`config.mk`:
```
export PLATFORM = sky130hd
export DESIGN_NAME = ladder_button_debounce_control
export DESIGN_NICKNAME = d
export VERILOG_FILES = /design/src/design/lbdc_pkg.sv /design/src/design/ladder_button_debounce_control.sv
export SDC_FILE = /design/constraint.sdc
export NUM_CORES = 1
export LEC_CHECK = 0
export BUFFER_PORTS_ARGS = -buffer_cell sky130_fd_sc_hd__buf_4
export CAP_MARGIN = 5
export CORE_MARGIN = 5
export CORE_UTILIZATION = 40
export CTS_CLUSTER_SIZE = 40
export DETAILED_ROUTE_END_ITERATION = 8
export PLACE_DENSITY = 0.55
export SYNTH_ARGS = -nofsm -noshare
export SYNTH_HDL_FRONTEND = slang
export SYNTH_SLANG_ARGS = --single-unit
```
`constraint.sdc`:
```
create_clock -name clk -period 5 [get_ports clk]
set_input_delay 0.5 -clock clk [delete_from_list [all_inputs] [get_ports clk]]
set_output_delay 0.5 -clock clk [all_outputs]
set_load 0.02 [all_outputs]
```
`src/design/lbdc_pkg.sv`:
```
// package with button codes, register indexes and ladder constants for the keypad controller
package lbdc_pkg;

  typedef enum logic [2:0] {
    KEY_UP,
    KEY_DOWN,
    KEY_MODE,
    KEY_REC,
    KEY_PLAY,
    KEY_SET,
    KEY_IDLE
  } button_t;

  typedef enum logic [2:0] {
    CFG_STABLE_POLLS,
    CFG_VOLUME_STEP,
    CFG_DELAY_STEP,
    CFG_DELAY_LIMIT,
    CFG_IDLE_MARGIN
  } cfg_index_t;

  localparam int unsigned LEVEL_W  = 12;
  localparam int unsigned COUNT_W  = 4;
  localparam int unsigned VOLUME_W = 7;
  localparam int unsigned DSTEP_W  = 9;
  localparam int unsigned DELAY_W  = 10;
  localparam int unsigned MARGIN_W = 10;
  localparam int unsigned MODE_W   = 2;
  localparam int unsigned IN_TDATA_W  = 16;
  localparam int unsigned OUT_TDATA_W = 32;
  localparam int unsigned CFG_INDEX_W = 3;
  localparam int unsigned CFG_DATA_W  = 10;

  localparam logic [12:0] LADDER_TOP_MV = 13'd2880;
  localparam logic [11:0] THRESH_UP     = 12'd2575;
  localparam logic [11:0] THRESH_DOWN   = 12'd2035;
  localparam logic [11:0] THRESH_MODE   = 12'd1570;
  localparam logic [11:0] THRESH_REC    = 12'd1080;
  localparam logic [11:0] THRESH_PLAY   = 12'd560;

  localparam logic [VOLUME_W-1:0] VOLUME_MAX   = 7'd100;
  localparam logic [COUNT_W-1:0]  COUNT_MAX    = 4'd15;
  localparam logic [MODE_W-1:0]   MODE_LAST    = 2'd2;

  localparam logic [COUNT_W-1:0]  STABLE_POLLS_RST = 4'd3;
  localparam logic [VOLUME_W-1:0] VOLUME_STEP_RST  = 7'd5;
  localparam logic [DSTEP_W-1:0]  DELAY_STEP_RST   = 9'd10;
  localparam logic [DELAY_W-1:0]  DELAY_LIMIT_RST  = 10'd300;
  localparam logic [MARGIN_W-1:0] IDLE_MARGIN_RST  = 10'd200;
  localparam logic [VOLUME_W-1:0] VOLUME_RST       = 7'd70;
  localparam logic [MODE_W-1:0]   MODE_RST         = 2'd1;
  localparam logic [DELAY_W-1:0]  DELAY_RST        = 10'd70;

endpackage

```
`src/design/ladder_button_debounce_control.sv`:
```
// top level: ladder keypad decoder, debounce and volume/mode/mute/delay control
//
//  channel | ports                      | direction | payload
//  --------+----------------------------+-----------+-------------------------------------
//  in      | in_tvalid/in_tready/tdata  | sink      | level_mv [11:0]
//  out     | out_tvalid/out_tready/tdata| source    | one result per poll, see port comment
//  cfg     | cfg_valid/cfg_ready        | sink      | cfg_index selects register, cfg_data
//
// one poll per cycle sustained while out_tready is high: an input register, combinational
// decode and update logic against the control registers, then a result register.
// rst_n is synchronous, active low, and restores the register defaults and control state.
// a stalled result holds in the output register while the input register still takes
// one more poll; cfg_ready is always high.
module ladder_button_debounce_control (
  input  logic                                 clk,
  input  logic                                 rst_n,
  input  logic                                 in_tvalid,
  output logic                                 in_tready,
  // [11:0] level_mv, [15:12] zero
  input  logic [lbdc_pkg::IN_TDATA_W-1:0]      in_tdata,
  output logic                                 out_tvalid,
  input  logic                                 out_tready,
  // [2:0] button_code, [3] acted, [10:4] volume_level, [11] muted,
  // [13:12] run_mode_out, [23:14] delay_ms, [24] awaiting_release, [31:25] zero
  output logic [lbdc_pkg::OUT_TDATA_W-1:0]     out_tdata,
  input  logic                                 cfg_valid,
  output logic                                 cfg_ready,
  input  logic [lbdc_pkg::CFG_INDEX_W-1:0]     cfg_index,
  input  logic [lbdc_pkg::CFG_DATA_W-1:0]      cfg_data
);
  import lbdc_pkg::*;

  // configuration registers
  logic [COUNT_W-1:0]  stable_polls_r;
  logic [VOLUME_W-1:0] volume_step_r;
  logic [DSTEP_W-1:0]  delay_step_r;
  logic [DELAY_W-1:0]  delay_limit_r;
  logic [MARGIN_W-1:0] idle_margin_r;

  // pipeline
  logic                s1_valid_r;
  logic [LEVEL_W-1:0]  s1_level_r;
  logic                out_valid_r;
  logic [OUT_TDATA_W-1:0] out_data_r;
  logic                out_load;
  logic                s1_fire;

  // control state
  button_t             prev_button_r, prev_button_nxt;
  logic [COUNT_W-1:0]  same_count_r, same_count_nxt;
  logic                release_wait_r, release_wait_nxt;
  logic [VOLUME_W-1:0] volume_r, volume_nxt;
  logic                mute_r, mute_nxt;
  logic [MODE_W-1:0]   mode_r, mode_nxt;
  logic [DELAY_W-1:0]  delay_r, delay_nxt;

  button_t             cur;
  logic                acted;
  logic [12:0]         none_limit;
  logic [COUNT_W-1:0]  count_inc;
  logic [VOLUME_W:0]   vol_sum;
  logic [DELAY_W:0]    dly_sum;
  logic [DELAY_W:0]    dly_diff;
  logic [DELAY_W:0]    dly_raw;

  assign cfg_ready  = 1'b1;
  assign out_load   = !out_valid_r || out_tready;
  assign s1_fire    = s1_valid_r && out_load;
  assign in_tready  = !s1_valid_r || out_load;
  assign out_tvalid = out_valid_r;
  assign out_tdata  = out_data_r;

  always_ff @(posedge clk) begin
    if (!rst_n) begin
      stable_polls_r <= STABLE_POLLS_RST;
      volume_step_r  <= VOLUME_STEP_RST;
      delay_step_r   <= DELAY_STEP_RST;
      delay_limit_r  <= DELAY_LIMIT_RST;
      idle_margin_r  <= IDLE_MARGIN_RST;
    end else if (cfg_valid) begin
      unique case (cfg_index)
        CFG_STABLE_POLLS: stable_polls_r <= cfg_data[COUNT_W-1:0];
        CFG_VOLUME_STEP:  volume_step_r  <= cfg_data[VOLUME_W-1:0];
        CFG_DELAY_STEP:   delay_step_r   <= cfg_data[DSTEP_W-1:0];
        CFG_DELAY_LIMIT:  delay_limit_r  <= cfg_data[DELAY_W-1:0];
        CFG_IDLE_MARGIN:  idle_margin_r  <= cfg_data[MARGIN_W-1:0];
        default: ;
      endcase
    end
  end

  // ladder decode
  assign none_limit = LADDER_TOP_MV + {3'b000, idle_margin_r};

  always_comb begin
    priority if ({1'b0, s1_level_r} > none_limit) cur = KEY_IDLE;
    else if (s1_level_r >= THRESH_UP)            cur = KEY_UP;
    else if (s1_level_r >= THRESH_DOWN)          cur = KEY_DOWN;
    else if (s1_level_r >= THRESH_MODE)          cur = KEY_MODE;
    else if (s1_level_r >= THRESH_REC)           cur = KEY_REC;
    else if (s1_level_r >= THRESH_PLAY)          cur = KEY_PLAY;
    else                                         cur = KEY_SET;
  end

  assign count_inc = (same_count_r == COUNT_MAX) ? COUNT_MAX : same_count_r + 1'b1;
  assign vol_sum   = {1'b0, volume_r} + {1'b0, volume_step_r};
  assign dly_sum   = {1'b0, delay_r} + {2'b00, delay_step_r};
  assign dly_diff  = (delay_r >= {1'b0, delay_step_r}) ?
                     ({1'b0, delay_r} - {2'b00, delay_step_r}) : '0;

  always_comb begin
    prev_button_nxt  = prev_button_r;
    same_count_nxt   = same_count_r;
    release_wait_nxt = release_wait_r;
    volume_nxt       = volume_r;
    mute_nxt         = mute_r;
    mode_nxt         = mode_r;
    delay_nxt        = delay_r;
    acted            = 1'b0;
    dly_raw          = dly_sum;

    if (release_wait_r) begin
      // release poll is dropped and debounce restarts
      if (cur != prev_button_r) begin
        release_wait_nxt = 1'b0;
        same_count_nxt   = '0;
        prev_button_nxt  = KEY_IDLE;
      end
    end else if (cur == prev_button_r && cur != KEY_IDLE) begin
      same_count_nxt = count_inc;
      if (count_inc >= stable_polls_r) begin
        acted            = 1'b1;
        release_wait_nxt = 1'b1;
        unique case (cur)
          KEY_UP:   volume_nxt = (vol_sum <= {1'b0, VOLUME_MAX}) ?
                                 vol_sum[VOLUME_W-1:0] : VOLUME_MAX;
          KEY_DOWN: volume_nxt = (volume_r >= volume_step_r) ?
                                 volume_r - volume_step_r : '0;
          KEY_MODE: mode_nxt   = (mode_r == MODE_LAST) ? '0 : mode_r + 1'b1;
          KEY_REC, KEY_PLAY: begin
            dly_raw   = (cur == KEY_REC) ? dly_diff : dly_sum;
            delay_nxt = (dly_raw > {1'b0, delay_limit_r}) ?
                        delay_limit_r : dly_raw[DELAY_W-1:0];
          end
          KEY_SET:  mute_nxt = !mute_r;
          default: ;
        endcase
      end
    end else begin
      same_count_nxt  = (cur == KEY_IDLE) ? '0 : COUNT_W'(1);
      prev_button_nxt = cur;
    end
  end

  always_ff @(posedge clk) begin
    if (!rst_n) begin
      s1_valid_r     <= 1'b0;
      out_valid_r    <= 1'b0;
      prev_button_r  <= KEY_IDLE;
      same_count_r   <= '0;
      release_wait_r <= 1'b0;
      volume_r       <= VOLUME_RST;
      mute_r         <= 1'b0;
      mode_r         <= MODE_RST;
      delay_r        <= DELAY_RST;
    end else begin
      if (in_tready) begin
        s1_valid_r <= in_tvalid;
      end
      if (out_load) begin
        out_valid_r <= s1_valid_r;
      end
      if (s1_fire) begin
        prev_button_r  <= prev_button_nxt;
        same_count_r   <= same_count_nxt;
        release_wait_r <= release_wait_nxt;
        volume_r       <= volume_nxt;
        mute_r         <= mute_nxt;
        mode_r         <= mode_nxt;
        delay_r        <= delay_nxt;
      end
    end
  end

  always_ff @(posedge clk) begin
    if (in_tvalid && in_tready) begin
      s1_level_r <= in_tdata[LEVEL_W-1:0];
    end
    if (s1_fire) begin
      out_data_r <= {7'b0000000, release_wait_nxt, delay_nxt, mode_nxt, mute_nxt,
                     volume_nxt, acted, cur};
    end
  end

endmodule

```
==> results.py <==
metrics = {
    "detailed_routing": {
        "routed_wire_length_per_instance_um": 17.5,
        "drtIter0Drc": 446,
        "viasPerCell": 5.46,
        "drc_errors": 0,
        "postRouteWirelength_um": 18700,
        "vias": 5840,
        "final_antenna_net_count": 0,
        "detailedRoute.firstPassIterationCount": 5,
    },
    "grt": {
        "vias_in_the_first_global_route": 5671,
        "grt_overflow_total": 0,
        "antenna_found_initial": 0,
        "global_route_wire_length_before_repair_um": 29800,
        "grt_usage_pct": 18.7,
        "pin_count_of_the_biggest_net_entering_global_routing": 39,
    },
    "power": {
        "seq_power_share_pct": 49.8,
        "leakage_power_nw": 3.23,
        "power_share_of_the_clock_group_pct": 35.1,
        "power_switching_w": 0.000500,
        "netSwitchingFraction_pct": 26.4,
        "p_int_w": 0.00140,
        "comb_power_share_pct": 15.1,
        "power.density_nw_per_um2": 240,
        "vdd.ir_drop.worst_mv": 0.151,
    },
    "yosys": {
        "postSynthCellCount": 796,
        "async_reset_ff_share_pct": 0,
        "yosys.area.top_type": "sky130_fd_sc_hd__dfxtp_1",
        "ys_dominant_reg_cell": "sky130_fd_sc_hd__dfxtp_1",
        "ys_warn_count": 0,
        "synth_top_cells_by_area": "sky130_fd_sc_hd__dfxtp_1, sky130_fd_sc_hd__edfxtp_1, sky130_fd_sc_hd__ha_1",
        "synth.avg_cell_area_sq_um": 8.88,
        "yosysSeqAreaShare_pct": 35.5,
        "netlist-cell-type-count": 96,
        "synth.most_common_cell": "sky130_fd_sc_hd__nand2_1",
        "postSynthRegisterBits": 107,
        "netlist_top_cells_count": "sky130_fd_sc_hd__nand2_1, sky130_fd_sc_hd__dfxtp_1, sky130_fd_sc_hd__a21oi_1, sky130_fd_sc_hd__inv_1, sky130_fd_sc_hd__ha_1",
        "synth_top_area_share_pct": 19.8,
        "number_of_synthesized_flops_with_an_enable_pin": 37,
        "post_synth_instance_area_sq_um": 7070,
    },
    "setup_path": {
        "dominant_delay_contributor_by_cell_family_on_the_critical_path": "compound AO/OA/AOI/OAI gates",
        "r2r.worst_path.cells": 17,
        "timing.critical_path.fanout_max": 9,
        "worstSetupPathDepth": 17,
        "critPathKind": "reg2reg",
        "critical_path.n_buffers_inverters": 2,
        "cp_data_required_time_ns": 5.10,
        "crit_path_cell_trace": "inv_1 > ha_1 > nand4_1 > or3_1 > and3_1 > a21oi_2 > and3_1 > o32a_1 > ha_1 > a21oi_1 > nor2b_1 > o31ai_1 > a21oi_1 > a211oi_4 > buf_4 > mux2_2 > mux2_4",
        "kind_of_capture_point_of_the_worst_setup_path": "register",
        "cp_slowest_cell": "sky130_fd_sc_hd__or3_1",
        "critical_path.max_stage_delay_ns": 0.45,
        "timing.critical_path.from_type": "register",
        "arrival_ns": 4.75,
    },
    "worst_hold_path": {
        "timing.hold.worst.class": "in2reg",
        "min_delay_path_depth": 1,
    },
    "sta": {
        "setup_viol": 0,
        "min_period_ns": 4.65,
        "final.setup_skew_ns": 0.00921,
        "max_clock_freq_mhz": 215,
        "slew_headroom_pct": 54.9,
        "worst_slew_pin_slew_ns": 0.674,
        "timing.setup.tns_ns": 0,
        "final-max-slew-violation-count": 0,
        "final.period_utilization_pct": 92.9,
        "rsz0062_at_grt": "no",
        "final-hold-violation-count": 0,
        "hold_slack_ns": 0.321,
    },
    "clock_network": {
        "cts_max_path_buffers": 2,
        "clk_transition_reported_paths_ns": 0.06,
        "cts.sinks": 107,
        "source_to_sink_clock_delay_at_the_later_pin_of_the_worst_skew_pair_ns": 0.36,
        "cts_tree": "done",
        "clock_tree.htree_level_count": 3,
        "tritoncts.num_buffers": 9,
        "cts_setup_buffers": 0,
        "clockRootBuffer": "sky130_fd_sc_hd__clkbuf_16",
        "cts_hold_buffers": 0,
        "postCtsResizedCells": 0,
    },
    "final_layout": {
        "diodes_inserted": 0,
        "area_delta_synth_final_pct": 11.8,
        "finish.utilization_pct": 45.7,
        "drive_gt1_share_pct": 15.6,
        "post_layout_nonfiller_instances": 1069,
        "num-nets-final": 936,
    },
    "job": {
        "maximum_capacitance_violations": 0,
    },
    "floorplanning": {
        "fp.dieW_um": 143,
        "chipHeight_um": 143,
        "core.rowCount": 48,
        "ioPinCount": 69,
        "initial_utilization_pct": 40.9,
        "core_area_sq_um": 17300,
        "design.die.area_sq_um": 20400,
    },
    "place": {
        "place.detailed.instances": 1053,
        "io_buffer_count": 56,
        "gp_routability_congestion": 0.867,
        "detailed_place_hpwl_um": 14600,
    },
    "run_status": {
        "outcome": "finished, final reports clean",
    },
}
layout by cell type, fill, tap and decap left out, types with 5 or more instances in the layout:
cell type,netlist,routed
sky130_fd_sc_hd__a211oi_1,6,6
sky130_fd_sc_hd__a21o_1,9,9
sky130_fd_sc_hd__a21oi_1,69,69
sky130_fd_sc_hd__a31oi_1,7,7
sky130_fd_sc_hd__and2_1,5,5
sky130_fd_sc_hd__and3_1,6,6
sky130_fd_sc_hd__buf_4,8,64
sky130_fd_sc_hd__clkbuf_16,0,10
sky130_fd_sc_hd__conb_1,2,8
sky130_fd_sc_hd__dfxtp_1,70,70
sky130_fd_sc_hd__edfxtp_1,37,37
sky130_fd_sc_hd__ha_1,59,59
sky130_fd_sc_hd__inv_1,65,65
sky130_fd_sc_hd__mux2_2,8,8
sky130_fd_sc_hd__mux2_4,8,8
sky130_fd_sc_hd__mux2i_1,6,6
sky130_fd_sc_hd__nand2_1,102,102
sky130_fd_sc_hd__nand2b_1,16,16
sky130_fd_sc_hd__nand3_1,28,28
sky130_fd_sc_hd__nand4_1,5,5
sky130_fd_sc_hd__nor2_1,52,52
sky130_fd_sc_hd__nor2b_1,11,11
sky130_fd_sc_hd__nor3_1,18,18
sky130_fd_sc_hd__o211ai_1,17,17
sky130_fd_sc_hd__o21ai_0,22,22
sky130_fd_sc_hd__o221a_2,5,5
sky130_fd_sc_hd__o2bb2ai_1,5,5
sky130_fd_sc_hd__or2_2,5,5
sky130_fd_sc_hd__xnor2_1,5,5
cells by family (layout without fill, tap and decap cells):
family	Yosys count	in the layout	share of synthesized area [%]
mux	23	23	4.14
buf+inv	104	146	6.69
simple gates	275	275	18.9
xor+xnor	9	9	1.11
flops	107	107	35.5
compound gates	213	213	21.9
other cells	2	8	0.106
fa+ha+maj	63	63	11.6
power by group through the flow:
| stage | logic (W) | clock network, W | registers, W |
|---|---|---|---|
| floorplan | 0.000192 | 0 | 0.000966 |
| global placement | 0.000280 | 0 | 0.000963 |
| detailed placement | 0.000286 | 0 | 0.000965 |
| CTS | 0.000288 | 0.000683 | 0.000945 |
| global route | 0.000315 | 0.000717 | 0.000948 |
| finish | 0.000287 | 0.000665 | 0.000945 |
through the flow:
stage	worst slack (ns)	total power (W)	cell area [sq um]
after CTS	0.337	0.00192	7910
final	0.353	0.00190	7910
after global placement	0.412	0.00124	7630
after global routing	0.0165	0.00198	7910
after floorplan	0.809	0.00116	7090
after detailed placement	0.380	0.00125	7630
final timing paths:
kind	slack [ns]	start	endpoint
max	0.35	delay_step_r[4]	out_tdata[15]
min reg2reg	0.46	idle_margin_r[1]	idle_margin_r[1]
min	0.32	in_tdata[5]	s1_level_r[5]
max reg2reg	0.35	delay_step_r[4]	out_tdata[15]
per-layer routing:
metal	vias to the layer above	part of all wire, %	track usage (%)
li1	2925	-	-
met1	2749	45	24.2
met2	133	48	31.7
met3	33	4.1	3.05
met4	0	2.2	6.40
met5	-	0	0
layout make-up:
type / instances / area, sq um
fillers: 1738 / 9390
multi-input cells: 591 / 4110
flip-flops and latches: 107 / 2510
repair buffers: 64 / 480
well taps: 225 / 282
clock buffers: 12 / 258
inverters: 66 / 250
clock inverters: 4 / 15.0
state kept, by name, indices dropped and copies added, names as in the netlist:
| name | cells |
|---|---|
| out_tdata | 25 |
| s1_valid_r | 1 |
| mute_r | 1 |
| out_tvalid | 1 |
| s1_level_r | 12 |
| stable_polls_r | 4 |
| release_wait_r | 1 |
| same_count_r | 4 |
| idle_margin_r | 10 |
| volume_step_r | 7 |
| volume_r | 7 |
| delay_limit_r | 10 |
| prev_button_r | 3 |
| delay_r | 10 |
| delay_step_r | 9 |
| mode_r | 2 |
No activity file was read; power rests on OpenSTA's default activity.
